**src/rtl/mvd_pkg.sv**
```systemverilog
// Shared types and constants for the MAVLink v2 frame decoder.
package mvd_pkg;

    localparam int MAX_PAYLOAD = 250;
    localparam int HEAD_BYTES  = 10;
    localparam int HEAD_W      = $clog2(HEAD_BYTES);
    localparam int LANES       = 4;
    localparam int SP_W        = 15;

    localparam logic [7:0]  START_BYTE = 8'hFD;
    localparam logic [15:0] CRC_INIT   = 16'hFFFF;
    localparam logic [15:0] CRC_POLY   = 16'h8408;   // 0x1021 reflected

    localparam logic [23:0] ID_MANUAL   = 24'd69;
    localparam logic [23:0] ID_RC       = 24'd70;
    localparam logic [23:0] ID_CMD_LONG = 24'd76;

    localparam logic [7:0] EXTRA_MANUAL   = 8'd243;
    localparam logic [7:0] EXTRA_RC       = 8'd124;
    localparam logic [7:0] EXTRA_CMD_LONG = 8'd152;

    localparam logic [15:0] CMD_ARM_DISARM = 16'd400;
    localparam logic [15:0] CMD_CALIBRATE  = 16'd241;
    localparam logic [15:0] RC_CENTRE      = 16'd1500;

    localparam logic [31:0] HALF_BITS = 32'h3F00_0000;   // 0.5f
    localparam logic [31:0] INF_BITS  = 32'h7F80_0000;

    // Action codes
    localparam logic [2:0] ACT_MANUAL  = 3'd0;
    localparam logic [2:0] ACT_RC      = 3'd1;
    localparam logic [2:0] ACT_ARM     = 3'd2;
    localparam logic [2:0] ACT_DISARM  = 3'd3;
    localparam logic [2:0] ACT_CAL     = 3'd4;

    // Scaled magnitude at which s1.14 saturates; scaling is mag * 16384 / 1000
    localparam logic [16:0] SCALE_LIMIT = 17'd1000;
    localparam logic [31:0] RECIP       = 32'd2147484;   // ceil(2^28 / 125)
    localparam int          RECIP_SHIFT = 17;
    localparam logic [SP_W-1:0] SAT_HI  = 15'h3FFF;
    localparam logic [SP_W-1:0] SAT_LO  = 15'h4000;

    typedef enum logic [1:0] {
        PH_HUNT = 2'd0,
        PH_LEN  = 2'd1,
        PH_BODY = 2'd2
    } phase_t;

    typedef struct packed {
        logic [2:0]                action;
        logic [LANES-1:0][15:0]    raw;
    } ev_t;

    typedef struct packed {
        logic       neg;
        logic       sat_pos;
        logic       sat_neg;
        logic [9:0] mag;
    } lane_t;

endpackage

```
**src/rtl/mvd_parser.sv**
```systemverilog
// Frame parser: start hunt, header, payload head capture, CRC check, frame event.
module mvd_parser
    import mvd_pkg::*;
(
    input  logic       clk,
    input  logic       rst_n,
    input  logic       byte_valid,
    input  logic [7:0] byte_data,
    output logic       byte_ready,
    output logic       ev_valid,
    output ev_t        ev,
    input  logic       ev_ready
);

    function automatic logic [15:0] crc_byte(input logic [15:0] crc, input logic [7:0] b);
        logic [15:0] c;
        c = crc ^ {8'h00, b};
        for (int i = 0; i < 8; i++)
        begin
            c = c[0] ? ((c >> 1) ^ CRC_POLY) : (c >> 1);
        end
        return c;
    endfunction

    phase_t                  phase_reg, phase_next;
    logic [7:0]              flen_reg, flen_next;
    logic [8:0]              idx_reg, idx_next;
    logic [15:0]             crc_reg, crc_next;
    logic [23:0]             msgid_reg, msgid_next;
    logic [7:0]              head_reg [HEAD_BYTES];
    logic [7:0]              head_next [HEAD_BYTES];
    logic [7:0]              crclow_reg, crclow_next;
    logic                    ev_valid_reg, ev_valid_next;
    ev_t                     ev_reg, ev_next;

    logic                    take;
    logic [8:0]              total;
    logic [8:0]              hofs;
    logic                    in_body, at_crc_lo, at_end;
    logic                    known, crc_ok, cmd_ok;
    logic [7:0]              extra;
    logic [15:0]             cmd;
    logic [31:0]             p1_bits;
    logic                    p1_above;

    assign byte_ready = !ev_valid_reg || ev_ready;
    assign take       = byte_valid && byte_ready;

    assign total     = {1'b0, flen_reg} + 9'd8;
    assign hofs      = idx_reg - 9'd8;
    assign in_body   = idx_reg < total;
    assign at_crc_lo = idx_reg == total;
    assign at_end    = !in_body && !at_crc_lo;

    assign cmd     = {head_reg[3], head_reg[2]};
    assign p1_bits = {head_reg[8], head_reg[7], head_reg[6], head_reg[5]};
    // float > 0.5 as a bit compare: positive, above 0.5, not NaN
    assign p1_above = !p1_bits[31] && (p1_bits > HALF_BITS) && (p1_bits <= INF_BITS);

    always_comb
    begin
        known = 1'b1;
        case (msgid_reg)
            ID_MANUAL:   extra = EXTRA_MANUAL;
            ID_RC:       extra = EXTRA_RC;
            ID_CMD_LONG: extra = EXTRA_CMD_LONG;
            default:
            begin
                extra = 8'h00;
                known = 1'b0;
            end
        endcase
    end

    assign crc_ok = crc_byte(crc_reg, extra) == {byte_data, crclow_reg};
    assign cmd_ok = (msgid_reg != ID_CMD_LONG) ||
                    (cmd inside {CMD_ARM_DISARM, CMD_CALIBRATE});

    // Next phase
    always_comb
    begin
        phase_next = phase_reg;
        if (take)
        begin
            case (phase_reg)
                PH_HUNT: if (byte_data == START_BYTE) phase_next = PH_LEN;
                PH_LEN:  phase_next = (byte_data > 8'(MAX_PAYLOAD)) ? PH_HUNT : PH_BODY;
                PH_BODY: if (at_end) phase_next = PH_HUNT;
                default: phase_next = PH_HUNT;
            endcase
        end
    end

    // Datapath and frame event
    always_comb
    begin
        flen_next   = flen_reg;
        idx_next    = idx_reg;
        crc_next    = crc_reg;
        msgid_next  = msgid_reg;
        head_next   = head_reg;
        crclow_next = crclow_reg;
        ev_next     = ev_reg;
        ev_valid_next = ev_valid_reg && !ev_ready;

        if (take)
        begin
            ev_valid_next = 1'b0;
            case (phase_reg)
                PH_HUNT:
                begin
                    if (byte_data == START_BYTE)
                    begin
                        for (int i = 0; i < HEAD_BYTES; i++)
                        begin
                            head_next[i] = 8'h00;
                        end
                        crc_next = CRC_INIT;
                        idx_next = 9'd0;
                    end
                end
                PH_LEN:
                begin
                    flen_next = byte_data;
                    if (byte_data <= 8'(MAX_PAYLOAD))
                    begin
                        crc_next   = crc_byte(crc_reg, byte_data);
                        idx_next   = 9'd0;
                        msgid_next = 24'd0;
                    end
                end
                PH_BODY:
                begin
                    if (in_body)
                    begin
                        crc_next = crc_byte(crc_reg, byte_data);
                        case (idx_reg)
                            9'd5:    msgid_next[7:0]   = byte_data;
                            9'd6:    msgid_next[15:8]  = byte_data;
                            9'd7:    msgid_next[23:16] = byte_data;
                            default: ;
                        endcase
                        if (idx_reg >= 9'd8 && hofs < 9'(HEAD_BYTES))
                        begin
                            for (int i = 0; i < HEAD_BYTES; i++)
                            begin
                                if (hofs[HEAD_W-1:0] == HEAD_W'(i))
                                    head_next[i] = byte_data;
                            end
                        end
                        idx_next = idx_reg + 9'd1;
                    end
                    else if (at_crc_lo)
                    begin
                        crclow_next = byte_data;
                        idx_next    = idx_reg + 9'd1;
                    end
                    else
                    begin
                        idx_next      = 9'd0;
                        ev_valid_next = known && crc_ok && cmd_ok;
                        ev_next.raw   = '0;
                        if (msgid_reg == ID_MANUAL)
                        begin
                            ev_next.action = ACT_MANUAL;
                            ev_next.raw[0] = {head_reg[1], head_reg[0]};
                            ev_next.raw[1] = {head_reg[3], head_reg[2]};
                            ev_next.raw[2] = {head_reg[5], head_reg[4]};
                            ev_next.raw[3] = {head_reg[7], head_reg[6]};
                        end
                        else if (msgid_reg == ID_RC)
                        begin
                            ev_next.action = ACT_RC;
                            ev_next.raw[0] = {head_reg[3], head_reg[2]};
                            ev_next.raw[1] = {head_reg[5], head_reg[4]};
                            ev_next.raw[2] = {head_reg[7], head_reg[6]};
                            ev_next.raw[3] = {head_reg[9], head_reg[8]};
                        end
                        else if (cmd == CMD_CALIBRATE)
                            ev_next.action = ACT_CAL;
                        else
                            ev_next.action = p1_above ? ACT_ARM : ACT_DISARM;
                    end
                end
                default: ;
            endcase
        end
    end

    always_ff @(posedge clk or negedge rst_n)
    begin
        if (!rst_n)
        begin
            phase_reg    <= PH_HUNT;
            flen_reg     <= 8'd0;
            idx_reg      <= 9'd0;
            crc_reg      <= CRC_INIT;
            msgid_reg    <= 24'd0;
            crclow_reg   <= 8'd0;
            ev_valid_reg <= 1'b0;
            for (int i = 0; i < HEAD_BYTES; i++)
            begin
                head_reg[i] <= 8'h00;
            end
        end
        else
        begin
            phase_reg    <= phase_next;
            flen_reg     <= flen_next;
            idx_reg      <= idx_next;
            crc_reg      <= crc_next;
            msgid_reg    <= msgid_next;
            crclow_reg   <= crclow_next;
            ev_valid_reg <= ev_valid_next;
            head_reg     <= head_next;
        end
    end

    always_ff @(posedge clk)
    begin
        ev_reg <= ev_next;
    end

    assign ev_valid = ev_valid_reg;
    assign ev       = ev_reg;

endmodule

```
**src/rtl/mvd_convert.sv**
```systemverilog
// Setpoint conversion: raw sticks or RC channels to clamped s1.14, two stages.
module mvd_convert
    import mvd_pkg::*;
(
    input  logic                        clk,
    input  logic                        rst_n,
    input  logic                        ev_valid,
    input  ev_t                         ev,
    output logic                        ev_ready,
    output logic                        out_valid,
    output logic [2:0]                  out_action,
    output logic [LANES-1:0][SP_W-1:0]  out_sp,
    input  logic                        out_ready
);

    logic                        s1_valid_reg, s1_valid_next;
    logic [2:0]                  s1_action_reg;
    lane_t                       s1_lane_reg [LANES];
    lane_t                       s1_lane_next [LANES];
    logic                        o_valid_reg, o_valid_next;
    logic [2:0]                  o_action_reg;
    logic [LANES-1:0][SP_W-1:0]  o_sp_reg, o_sp_next;

    logic                        o_free, s1_free;

    assign o_free   = !o_valid_reg || out_ready;
    assign s1_free  = !s1_valid_reg || o_free;
    assign ev_ready = s1_free;

    // Stage 1: sign, magnitude scaled to the manual range, saturation flags
    always_comb
    begin
        logic signed [17:0] d;
        logic [17:0]        dm;
        logic [16:0]        m;
        logic               n;
        for (int k = 0; k < LANES; k++)
        begin
            d  = $signed({2'b00, ev.raw[k]}) - $signed({2'b00, RC_CENTRE});
            dm = d[17] ? (18'd0 - d) : d;
            if (ev.action == ACT_RC)
            begin
                n = d[17];
                m = {dm[15:0], 1'b0};   // rc scale is twice the stick scale
            end
            else
            begin
                n = ev.raw[k][15];
                m = n ? (17'h1_0000 - {1'b0, ev.raw[k]}) : {1'b0, ev.raw[k]};
            end
            s1_lane_next[k].neg     = n;
            s1_lane_next[k].sat_pos = !n && (m >= SCALE_LIMIT);
            s1_lane_next[k].sat_neg = n && (m > SCALE_LIMIT);
            s1_lane_next[k].mag     = m[9:0];
        end
    end

    // Stage 2: reciprocal multiply, sign and clamp
    always_comb
    begin
        logic [31:0]     prod;
        logic [SP_W-1:0] q;
        for (int k = 0; k < LANES; k++)
        begin
            prod = 32'(s1_lane_reg[k].mag) * RECIP;
            q    = prod[31:RECIP_SHIFT];
            if (s1_lane_reg[k].sat_pos)
                o_sp_next[k] = SAT_HI;
            else if (s1_lane_reg[k].sat_neg)
                o_sp_next[k] = SAT_LO;
            else if (s1_lane_reg[k].neg)
                o_sp_next[k] = SP_W'(0) - q;
            else
                o_sp_next[k] = q;
        end
    end

    assign s1_valid_next = s1_free ? ev_valid : s1_valid_reg;
    assign o_valid_next  = o_free ? s1_valid_reg : o_valid_reg;

    always_ff @(posedge clk or negedge rst_n)
    begin
        if (!rst_n)
        begin
            s1_valid_reg <= 1'b0;
            o_valid_reg  <= 1'b0;
        end
        else
        begin
            s1_valid_reg <= s1_valid_next;
            o_valid_reg  <= o_valid_next;
        end
    end

    always_ff @(posedge clk)
    begin
        if (s1_free && ev_valid)
        begin
            s1_action_reg <= ev.action;
            s1_lane_reg   <= s1_lane_next;
        end
        if (o_free && s1_valid_reg)
        begin
            o_action_reg <= s1_action_reg;
            o_sp_reg     <= o_sp_next;
        end
    end

    assign out_valid  = o_valid_reg;
    assign out_action = o_action_reg;
    assign out_sp     = o_sp_reg;

endmodule

```
**src/rtl/mavlink_v2_frame_decoder.sv**
```systemverilog
// MAVLink v2 receive decoder top level: input register, parser and setpoint conversion.
//
// Takes one received byte per beat and accepts a byte every cycle while the
// output side keeps up. Frames start at 0xFD; lengths above 250 abort. The
// CRC-16/MCRF4XX runs from the length byte on, closed with the message's
// extra seed byte; unknown IDs and bad CRCs are dropped silently. MANUAL_CONTROL
// and RC_OVERRIDE give four clamped s1.14 setpoints; COMMAND_LONG gives arm,
// disarm or calibrate with zero setpoints, and other commands are dropped. After
// the last CRC byte is taken, a result beat passes through the input register,
// the parser's event register (byte CRC and frame check) and the first
// conversion stage, and then sits in the output register until taken. Each
// stage holds one beat and frees itself as soon as the next one can take it.
module mavlink_v2_frame_decoder
    import mvd_pkg::*;
(
    input  logic        clk,
    input  logic        rst_n,
    input  logic        s_tvalid,
    output logic        s_tready,
    input  logic [7:0]  s_tdata,    // [7:0] rx_byte
    output logic        m_tvalid,
    input  logic        m_tready,
    output logic [63:0] m_tdata,    // [14:0] surge, [29:15] sway, [44:30] heave,
                                    // [59:45] yaw_rate, [63:60] zero
    output logic [2:0]  m_tuser     // [2:0] action
);

    logic                        in_valid_reg, in_valid_next;
    logic [7:0]                  in_data_reg;
    logic                        byte_ready;
    logic                        ev_valid, ev_ready;
    ev_t                         ev;
    logic [LANES-1:0][SP_W-1:0]  sp;

    assign s_tready      = !in_valid_reg || byte_ready;
    assign in_valid_next = s_tready ? s_tvalid : in_valid_reg;

    always_ff @(posedge clk or negedge rst_n)
    begin
        if (!rst_n)
            in_valid_reg <= 1'b0;
        else
            in_valid_reg <= in_valid_next;
    end

    always_ff @(posedge clk)
    begin
        if (s_tvalid && s_tready)
            in_data_reg <= s_tdata;
    end

    mvd_parser u_parser (
        .clk        (clk),
        .rst_n      (rst_n),
        .byte_valid (in_valid_reg),
        .byte_data  (in_data_reg),
        .byte_ready (byte_ready),
        .ev_valid   (ev_valid),
        .ev         (ev),
        .ev_ready   (ev_ready)
    );

    mvd_convert u_convert (
        .clk        (clk),
        .rst_n      (rst_n),
        .ev_valid   (ev_valid),
        .ev         (ev),
        .ev_ready   (ev_ready),
        .out_valid  (m_tvalid),
        .out_action (m_tuser),
        .out_sp     (sp),
        .out_ready  (m_tready)
    );

    assign m_tdata = {4'b0000, sp[3], sp[2], sp[1], sp[0]};

    // Command results carry no setpoints
    assert property (@(posedge clk) disable iff (!rst_n)
        m_tvalid && (m_tuser == ACT_ARM || m_tuser == ACT_DISARM || m_tuser == ACT_CAL)
        |-> m_tdata == 64'd0)
        else $error("command result with non-zero setpoints");

    // Only defined action codes leave the block
    assert property (@(posedge clk) disable iff (!rst_n)
        m_tvalid |-> m_tuser <= ACT_CAL)
        else $error("undefined action code");

    // A held input beat is never dropped while the parser stalls
    assert property (@(posedge clk) disable iff (!rst_n)
        in_valid_reg && !byte_ready |=> in_valid_reg && $stable(in_data_reg))
        else $error("input beat lost under stall");

    // An empty input register always accepts
    assert property (@(posedge clk) disable iff (!rst_n)
        !in_valid_reg |-> s_tready)
        else $error("input refused with empty register");

endmodule

```
**config.mk**
```make
export PLATFORM = sky130hd
export DESIGN_NAME = mavlink_v2_frame_decoder
export DESIGN_NICKNAME = d
export VERILOG_FILES = /design/src/rtl/mvd_pkg.sv /design/src/rtl/mvd_parser.sv /design/src/rtl/mvd_convert.sv /design/src/rtl/mavlink_v2_frame_decoder.sv
export SDC_FILE = /design/constraint.sdc
export NUM_CORES = 1
export LEC_CHECK = 0
export BUFFER_PORTS_ARGS = -buffer_cell sky130_fd_sc_hd__buf_4
export CORE_UTILIZATION = 48
export CTS_BUF_LIST = sky130_fd_sc_hd__clkbuf_2 sky130_fd_sc_hd__clkbuf_4 sky130_fd_sc_hd__clkbuf_8
export DETAILED_ROUTE_END_ITERATION = 10
export PLACE_DENSITY = 0.66
export SETUP_SLACK_MARGIN = 0.15
export SKIP_CTS_REPAIR_TIMING = 1
export SKIP_LAST_GASP = 1
export SYNTH_ARGS = -nofsm -noshare
export SYNTH_HDL_FRONTEND = slang
export SYNTH_HIERARCHICAL = 1
export SYNTH_SLANG_ARGS = --single-unit
```
**constraint.sdc**
```tcl
create_clock -name clk -period 16.75 [get_ports clk]
set_clock_uncertainty 0.15 [all_clocks]
set_input_delay 3.35 -clock clk [delete_from_list [all_inputs] [get_ports clk]]
set_output_delay 3.35 -clock clk [all_outputs]
set_load 0.02 [all_outputs]
```
==> results of run 1 <==
-- layer usage --
layer | part of all wire [%] | vias to the layer above | track usage (%)
met5 | 0 | - | 0
met4 | 2.2 | 0 | 6.29
met3 | 4.6 | 106 | 3.22
met2 | 48 | 596 | 36.5
met1 | 45 | 11500 | 28.5
li1 | - | 11400 | -
-- metrics by stage --
stage | setup slack [ns] | power (mW) | hold slack (ns) | std cells
after CTS | 8.92 | 2.58 | 0.313 | 4089
after floorplan | 5.11 | 1.54 | 0.250 | 3165
after global placement | 8.94 | 1.65 | 0.308 | 3967
final | 8.94 | 2.56 | 0.304 | 4090
after global routing | 8.88 | 2.68 | 0.324 | 4090
after detailed placement | 8.94 | 1.68 | 0.286 | 3967
-- power by group through the flow --
| stage | sequential, mW | clock (mW) | combinational [mW] |
|---|---|---|---|
| after floorplan | 1.09 | 0 | 0.453 |
| after global placement | 1.12 | 0 | 0.534 |
| after detailed placement | 1.13 | 0 | 0.552 |
| after CTS | 1.11 | 0.917 | 0.557 |
| after global routing | 1.12 | 0.948 | 0.611 |
| final | 1.11 | 0.891 | 0.558 |
-- cell families after synthesis --
| logic type | share of synthesized area (%) |
|---|---|
| AOI/OAI and AO/OA | 16.3 |
| xor gates and xnor gates | 6.46 |
| adders and majority gates | 22.9 |
| buffers and inverters | 6.13 |
| DFF | 30.9 |
| muxes | 5.08 |
| other | 0.0121 |
| and+or+nand+nor | 12.2 |
-- path summary, 6_finish.rpt --
kind / to / cells after the start / start / slack (ns)
worst max-delay path: s_tready / 5 / m_tready / 8.94
worst min-delay path: u_convert/out_action[1]$_DFFE_PP_ / 0 / u_convert/s1_action_reg[1]$_DFFE_PP_ / 0.30
worst max register to register: u_convert/out_sp[42]$_SDFFCE_PP1P_ / 18 / u_convert/s1_lane_reg[21]$_DFFE_PP_ / 10.11
worst min register to register: u_convert/out_action[1]$_DFFE_PP_ / 0 / u_convert/s1_action_reg[1]$_DFFE_PP_ / 0.30
max in group asynchronous: u_parser/head_reg[28]$_DFFE_PN0P_ / 2 / rst_n / 12.40
min in group asynchronous: u_parser/crclow_reg[7]$_DFFE_PN0P_ / 1 / rst_n / 2.58
-- worst reg2reg max path: cells and delay by family, from the launching register on --
family / cells / cell delay [ns]
simple gates: 4 / 1.38
flops: 1 / 0.64
fa+ha+maj: 6 / 2.76
compound gates: 4 / 0.93
buf+inv: 2 / 0.11
xor+xnor: 2 / 0.43
-- final cells by class --
| type | instances | area share, % |
|---|---|---|
| clock buffers | 93 | 3.39 |
| diodes | 1 | 0.00743 |
| flip-flops and latches | 344 | 28.5 |
| well taps | 846 | 3.14 |
| clock inverters | 29 | 0.836 |
| inverters | 371 | 4.13 |
| repair buffers | 85 | 1.91 |
| multi-input cells | 2321 | 58.1 |
-- cells in the final DEF, fill, tap and decap left out, drive strengths merged, types with 13 or more instances in the layout --
cell type,instances
clkbuf,93
inv,375
buf,85
nor2,154
or4,13
nand2,181
a21o,60
and2,33
o21a,20
nor2b,21
edfxtp,193
a211oi,20
a31oi,21
a22o,72
ha,389
xor2,87
o21bai,29
fa,112
o21ai,184
nand4,27
dfrtp,135
or3,33
xnor2,141
or2,20
o31ai,28
and3,38
nor4,26
mux2i,18
nor3,40
nand3,49
dfstp,16
nand2b,22
clkinv,21
mux2,124
a21oi,146
==> tab_implementation.tex, run 1 <==
\begin{tabular}{lr}
\hline
Metric & Value \\
\hline
\multicolumn{2}{l}{\textbf{Placed design}} \\
Weighted congestion at the end of routability-driven global placement & 0.879 \\
Port Buffers & 76 \\
Cell area reported after detailed placement & 32300 um2 \\
Total half-perimeter wirelength after legalization and detailed placement & 54000 um \\
\multicolumn{2}{l}{\textbf{Timing}} \\
Share of the cycle needed by the critical path after routing & 46.6\% \\
Achievable frequency & 0.128 GHz \\
RSZ-0062 raised after global routing & false \\
Final critical-path required period & 7.81 ns \\
Number of failing hold endpoints at the final stage & 0 \\
Slew margin rel. & 20.5\% \\
Tightest Pin Transition & 1.18 ns \\
Count of pins over their slew limit & 0 \\
Number of failing setup endpoints in the final timing report & 0 \\
Setup Total Neg Slack & 0 ns \\
\multicolumn{2}{l}{\textbf{Synth}} \\
Share of the synthesized area in the top cell type & 18.7\% \\
Synth warnings & 6 \\
Dominant register cell in the synthesized netlist & sky130\_fd\_sc\_hd\_\_edfxtp\_1 \\
Syn avg cell area & 9.82 um2 \\
Sequential fraction of the synthesis area & 30.9\% \\
Largest cells by area after synthesis & sky130\_fd\_sc\_hd\_\_edfxtp\_1 (19\%), sky130\_fd\_sc\_hd\_\_ha\_1 (16\%), sky130\_fd\_sc\_hd\_\_dfrtp\_1 (11\%), sky130\_fd\_sc\_hd\_\_fa\_1 (7.2\%), sky130\_fd\_sc\_hd\_\_mux2\_2 (4.5\%) \\
Most common library cells after synthesis & sky130\_fd\_sc\_hd\_\_ha\_1 (389), sky130\_fd\_sc\_hd\_\_inv\_1 (369), sky130\_fd\_sc\_hd\_\_edfxtp\_1 (193) \\
EDFF count, synth & 193 \\
Count of mapped cells out of synthesis & 3162 \\
Number of distinct standard cells referenced by the synthesized netlist & 107 \\
Post-synthesis async set-or-reset flop share & 43.9\% \\
Total of flip-flops plus latches after synthesis & 344 \\
Most numerous cell in the Yosys netlist & sky130\_fd\_sc\_hd\_\_ha\_1 \\
Area of the mapped netlist & 31100 um2 \\
Cell accounting for the most synthesized area & sky130\_fd\_sc\_hd\_\_edfxtp\_1 \\
\multicolumn{2}{l}{\textbf{GRT}} \\
Pin count of the biggest net entering global routing & 84 \\
Overall global routing resource usage & 21.6\% \\
Antenna violations before repair & 1 \\
GRT Residual Overflow & 0 \\
Wire length of the first global-routing pass & 118000 um \\
Number of global-route vias before repair & 23400 \\
\multicolumn{2}{l}{\textbf{Worst hold path}} \\
Path category of the worst min-delay check & register to register \\
\multicolumn{2}{l}{\textbf{Setup path}} \\
Buffers \& Inverters on Critical Path & 2 \\
Critical-path cell with the highest stage delay & sky130\_fd\_sc\_hd\_\_nand2b\_1 \\
Required time worst endpoint & 13.25 ns \\
Setup CP Type & input pin to output port \\
Critical Path Source Type & input pin \\
Peak per-stage delay on the critical path & 0.29 ns \\
Cell class contributing the biggest share of worst-path delay & simple AND/OR/NAND/NOR gates \\
Critical Path Most Common Cell & sky130\_fd\_sc\_hd\_\_buf\_4 \\
Worst-path fanout max & 4 \\
Setup crit end kind & output port \\
Cell breakdown of the critical path & buf\_4 > nand3b\_1 > nand2b\_1 > nand2b\_4 > buf\_4 \\
Critical path arrival & 4.31 ns \\
\multicolumn{2}{l}{\textbf{Pwr}} \\
Sequential share of power & 43.4\% \\
Proportion of power drawn by combinational gates & 21.8\% \\
Maximum vdd ir drop & 0.131 mV \\
Power dissipated by switching net loads & 0.798 mW \\
Static leakage power & 15.5 nW \\
Switching share of power & 31.2\% \\
Pwr Density & 76.0 nW/um2 \\
Internal power & 1.76 mW \\
Proportion of power drawn by the clock network & 34.8\% \\
\multicolumn{2}{l}{\textbf{Route}} \\
Drt drc & 0 \\
First-iteration detailed-routing DRC count & 1624 \\
Vias per cell & 5.76 \\
Vias post-DR & 23500 \\
Wire length per cell & 17.4 um \\
Residual antenna-violating net count after detailed routing & 0 \\
Detailed-route wire length & 71300 um \\
First-pass iteration count of the detailed router & 7 \\
\multicolumn{2}{l}{\textbf{Clocking}} \\
Clock Sinks & 344 \\
TritonCTS buffer count & 67 \\
Reg clk slew, reported paths & 0.06 ns \\
CTS tree & built \\
Clock H-tree levels & 3 \\
Number of buffers on the longest clock path & 3 \\
Source-to-sink clock delay at the later pin of the worst-skew pair & 0.66 ns \\
Buffer cell driving the clock tree root & sky130\_fd\_sc\_hd\_\_clkbuf\_8 \\
\multicolumn{2}{l}{\textbf{Run status}} \\
Run status & complete, no violations \\
\multicolumn{2}{l}{\textbf{Die}} \\
Io pins & 81 \\
Starting Density & 48.9\% \\
Width of the chip & 256 um \\
Die outline area & 65700 um2 \\
Placeable core region & 63500 um2 \\
Vert. Die Dim & 256 um \\
FP Rows & 92 \\
\multicolumn{2}{l}{\textbf{Layout}} \\
Footprint of the flip-flops and latches & 9590 um2 \\
Filler cell count & 5683 \\
Fraction of the core area covered by cells at the end of the flow & 53.0\% \\
Area used by multi-input combinational logic & 19600 um2 \\
Final Instance Area & 33700 um2 \\
Share of layout cells above drive strength 1 & 12.9\% \\
Layout Area Growth over Synthesis & 8.51\% \\
Post-layout nets & 3703 \\
Number of flip-flops under the largest register name & 67 \\
\multicolumn{2}{l}{\textbf{Job}} \\
Number of maximum-capacitance constraint violations & 0 \\
\hline
\end{tabular}
Note: power is estimated with default switching activity, not from simulation.
==> run 2, diff against run 1 <==
- clock period: 16.75 -> 7.8 ns (I/O delays scaled with it)
==> run 2 against run 1 <==
Via count decreased by 0.47%. Routed wire length rose by 1.7%. Power grew 110%. Highest routed layer unchanged.
==> tab_implementation.tex, run 2 (synthesis results as in run 1) <==
\begin{tabular}{lr}
\hline
Metric & Value \\
\hline
\multicolumn{2}{l}{\textbf{Run status}} \\
Run status & complete, no violations \\
\multicolumn{2}{l}{\textbf{GRT}} \\
Wire length of the first global-routing pass & 121000 um (+2.6\%) \\
Number of global-route vias before repair & 23700 (+1.2\%) \\
Pin count of the biggest net entering global routing & 82 (-2.4\%) \\
Overall global routing resource usage & 22.2\% (+0.56 points) \\
GRT Residual Overflow & 0 (unchanged) \\
Antenna violations before repair & 1 (unchanged) \\
\multicolumn{2}{l}{\textbf{Die}} \\
Vert. Die Dim & 256 um (unchanged) \\
Width of the chip & 256 um (unchanged) \\
Io pins & 81 (unchanged) \\
Placeable core region & 63500 um2 (unchanged) \\
Die outline area & 65700 um2 (unchanged) \\
FP Rows & 92 (unchanged) \\
Starting Density & 48.9\% (unchanged) \\
\multicolumn{2}{l}{\textbf{Timing}} \\
RSZ-0062 raised after global routing & false \\
Number of failing setup endpoints in the final timing report & 0 (unchanged) \\
Setup Total Neg Slack & 0 ns (unchanged) \\
Achievable frequency & 0.152 GHz \\
Tightest Pin Transition & 1.16 ns (-0.0193 ns) \\
Slew margin rel. & 22.6\% (+2.1 points) \\
Share of the cycle needed by the critical path after routing & 84.3\% \\
Final critical-path required period & 6.57 ns \\
Count of pins over their slew limit & 0 (unchanged) \\
Number of failing hold endpoints at the final stage & 0 (unchanged) \\
\multicolumn{2}{l}{\textbf{Placed design}} \\
Cell area reported after detailed placement & 32300 um2 (about the same) \\
Weighted congestion at the end of routability-driven global placement & 0.918 (+4.4\%) \\
Port Buffers & 76 (unchanged) \\
Total half-perimeter wirelength after legalization and detailed placement & 55500 um (+2.7\%) \\
\multicolumn{2}{l}{\textbf{Setup path}} \\
Required time worst endpoint & 8.18 ns (-5.07 ns) \\
Critical-path cell with the highest stage delay & sky130\_fd\_sc\_hd\_\_edfxtp\_1 \\
Critical Path Most Common Cell & sky130\_fd\_sc\_hd\_\_fa\_1 \\
Worst reg2reg startpoint & u\_convert/s1\_lane\_reg[34]\$\_DFFE\_PP\_ \\
Cell breakdown of the critical path & fa\_1 > inv\_1 > fa\_1 > inv\_1 > fa\_1 > fa\_1 > ha\_1 > ha\_1 > nand2\_1 > o41a\_1 > and4\_4 > nor4b\_1 > o21a\_1 > o211ai\_2 > nand4bb\_4 > or4\_1 > a311o\_1 > nand3\_1 \\
Setup crit end kind & register \\
Peak per-stage delay on the critical path & 0.62 ns (+0.33 ns) \\
Buffers \& Inverters on Critical Path & 2 (unchanged) \\
Worst-path fanout max & 11 (+7) \\
Critical Path Source Type & register \\
Setup CP Type & register to register \\
Cell class contributing the biggest share of worst-path delay & adder cells \\
Worst Setup SP & u\_convert/s1\_lane\_reg[34]\$\_DFFE\_PP\_ \\
Critical path arrival & 6.96 ns (+2.65 ns) \\
\multicolumn{2}{l}{\textbf{Layout}} \\
Commonest non-fill, non-tap cell in the layout & sky130\_fd\_sc\_hd\_\_ha\_1 \\
Commonest non-fill, non-tap cells in the layout & sky130\_fd\_sc\_hd\_\_ha\_1 (389), sky130\_fd\_sc\_hd\_\_inv\_1 (369), sky130\_fd\_sc\_hd\_\_edfxtp\_1 (193), sky130\_fd\_sc\_hd\_\_nand2\_1 (181), sky130\_fd\_sc\_hd\_\_o21ai\_0 (170) \\
Post-layout nets & 3695 (-0.22\%) \\
Fraction of the core area covered by cells at the end of the flow & 52.8\% (-0.26 points) \\
Number of flip-flops under the largest register name & 67 (unchanged) \\
Share of layout cells above drive strength 1 & 12.6\% (-0.23 points) \\
Final Instance Area & 33500 um2 (-0.49\%) \\
Layout Area Growth over Synthesis & 7.98\% \\
\multicolumn{2}{l}{\textbf{Clocking}} \\
Clock H-tree levels & 2 (-1) \\
Number of buffers on the longest clock path & 3 (unchanged) \\
Clock Sinks & 344 (unchanged) \\
CTS tree & built \\
Source-to-sink clock delay at the later pin of the worst-skew pair & 0.69 ns (+0.03 ns) \\
TritonCTS buffer count & 59 (-12\%) \\
Buffer cell driving the clock tree root & sky130\_fd\_sc\_hd\_\_clkbuf\_8 \\
Reg clk slew, reported paths & 0.06 ns (about the same) \\
\multicolumn{2}{l}{\textbf{Worst hold path}} \\
Worst hold start & u\_convert/s1\_action\_reg[1]\$\_DFFE\_PP\_ \\
Path category of the worst min-delay check & register to register \\
\multicolumn{2}{l}{\textbf{Route}} \\
Residual antenna-violating net count after detailed routing & 0 (unchanged) \\
Detailed-route wire length & 72500 um (+1.7\%) \\
Drt drc & 0 (unchanged) \\
Vias per cell & 5.75 (-0.20\%) \\
First-iteration detailed-routing DRC count & 1812 (+12\%) \\
First-pass iteration count of the detailed router & 5 (-2) \\
Wire length per cell & 17.8 um (+2.0\%) \\
Vias post-DR & 23400 (-0.47\%) \\
\multicolumn{2}{l}{\textbf{Pwr}} \\
Maximum vdd ir drop & 0.232 mV (+77\%) \\
Tot Pwr & 5.29 mW (+110\%) \\
Pwr Density & 158 nW/um2 (+110\%) \\
Static leakage power & 15.4 nW (-0.53\%) \\
\multicolumn{2}{l}{\textbf{Job}} \\
Number of maximum-capacitance constraint violations & 0 (unchanged) \\
\hline
\end{tabular}
==> run 2: cell types whose count changed in the layout (fill, tap and decap cells not counted) <==
cell / previous run / this run
sky130_fd_sc_hd__clkbuf_4: 22 / 30
sky130_fd_sc_hd__clkbuf_8: 71 / 65
sky130_fd_sc_hd__clkinv_2: 10 / 7
sky130_fd_sc_hd__bufinv_16: 3 / 1
sky130_fd_sc_hd__clkinv_1: 6 / 4
sky130_fd_sc_hd__clkinv_4: 3 / 1
sky130_fd_sc_hd__inv_6: 2 / 0
sky130_fd_sc_hd__inv_8: 2 / 0
sky130_fd_sc_hd__clkinv_8: 2 / 1
sky130_fd_sc_hd__inv_4: 0 / 1
sky130_fd_sc_hd__nor4_2: 5 / 4
sky130_fd_sc_hd__nor4_4: 3 / 4
==> run 2: worst paths after layout <==
path	to	slack, ns	cells past startpoint
max	u_convert/out_sp[28]$_SDFFCE_PP1P_	1.23	18
min	u_convert/out_action[1]$_DFFE_PP_	0.29	0
max reg2reg	u_convert/out_sp[28]$_SDFFCE_PP1P_	1.23	18
min reg2reg	u_convert/out_action[1]$_DFFE_PP_	0.29	0
max in group asynchronous	u_parser/head_reg[9]$_DFFE_PN0P_	5.27	2
min in group asynchronous	u_parser/crclow_reg[1]$_DFFE_PN0P_	0.72	1
==> run 2: layout make-up <==
cell class	count	area, um2
timing repair buffer	85	642
multi-input combinational	2321	19600
sequential	344	9590
clock buffer	95	1120
inverter	371	1390
fill	5751	30000
clock inverter	16	131
tap	846	1060
antenna	1	2.50
==> run 2: routing by layer <==
layer  GRT usage [%]  routed length (um)  vias up  share of wire (%)
li1                -                   -    11400                  -
met1            30.0               33200    11400                 46
met2            37.7               34800      565                 48
met3            2.31                3060      104                4.2
met4            5.81                1510        0                2.1
met5               0                   0        -                  0
==> run 2: worst reg2reg max path, delay by kind of cell (launching register included) <==
family	cells	cell delay (ns)
adders and majority gates	6	2.66
DFF	1	0.62
AOI/OAI and AO/OA	4	1.20
and+or+nand+nor	6	1.72
buffers and inverters	2	0.10
==> run 2: metrics by stage <==
stage          std cells  hold slack (ns)  worst slack (ns)
2_1_floorplan       3165            0.250             0.961
3_3_place_gp        3967            0.308              1.40
3_5_place_dp        3967            0.301              1.31
4_1_cts             4078            0.311              1.27
5_1_grt             4079            0.309             0.775
6_report            4079            0.294              1.23
==> run 2: report_power, final <==
part	leakage (nW)	switching (mW)	internal (mW)	total, mW
registers	3.64	0.225	2.16	2.39
clock network	0.674	0.758	0.948	1.71
logic	11.1	0.653	0.549	1.20
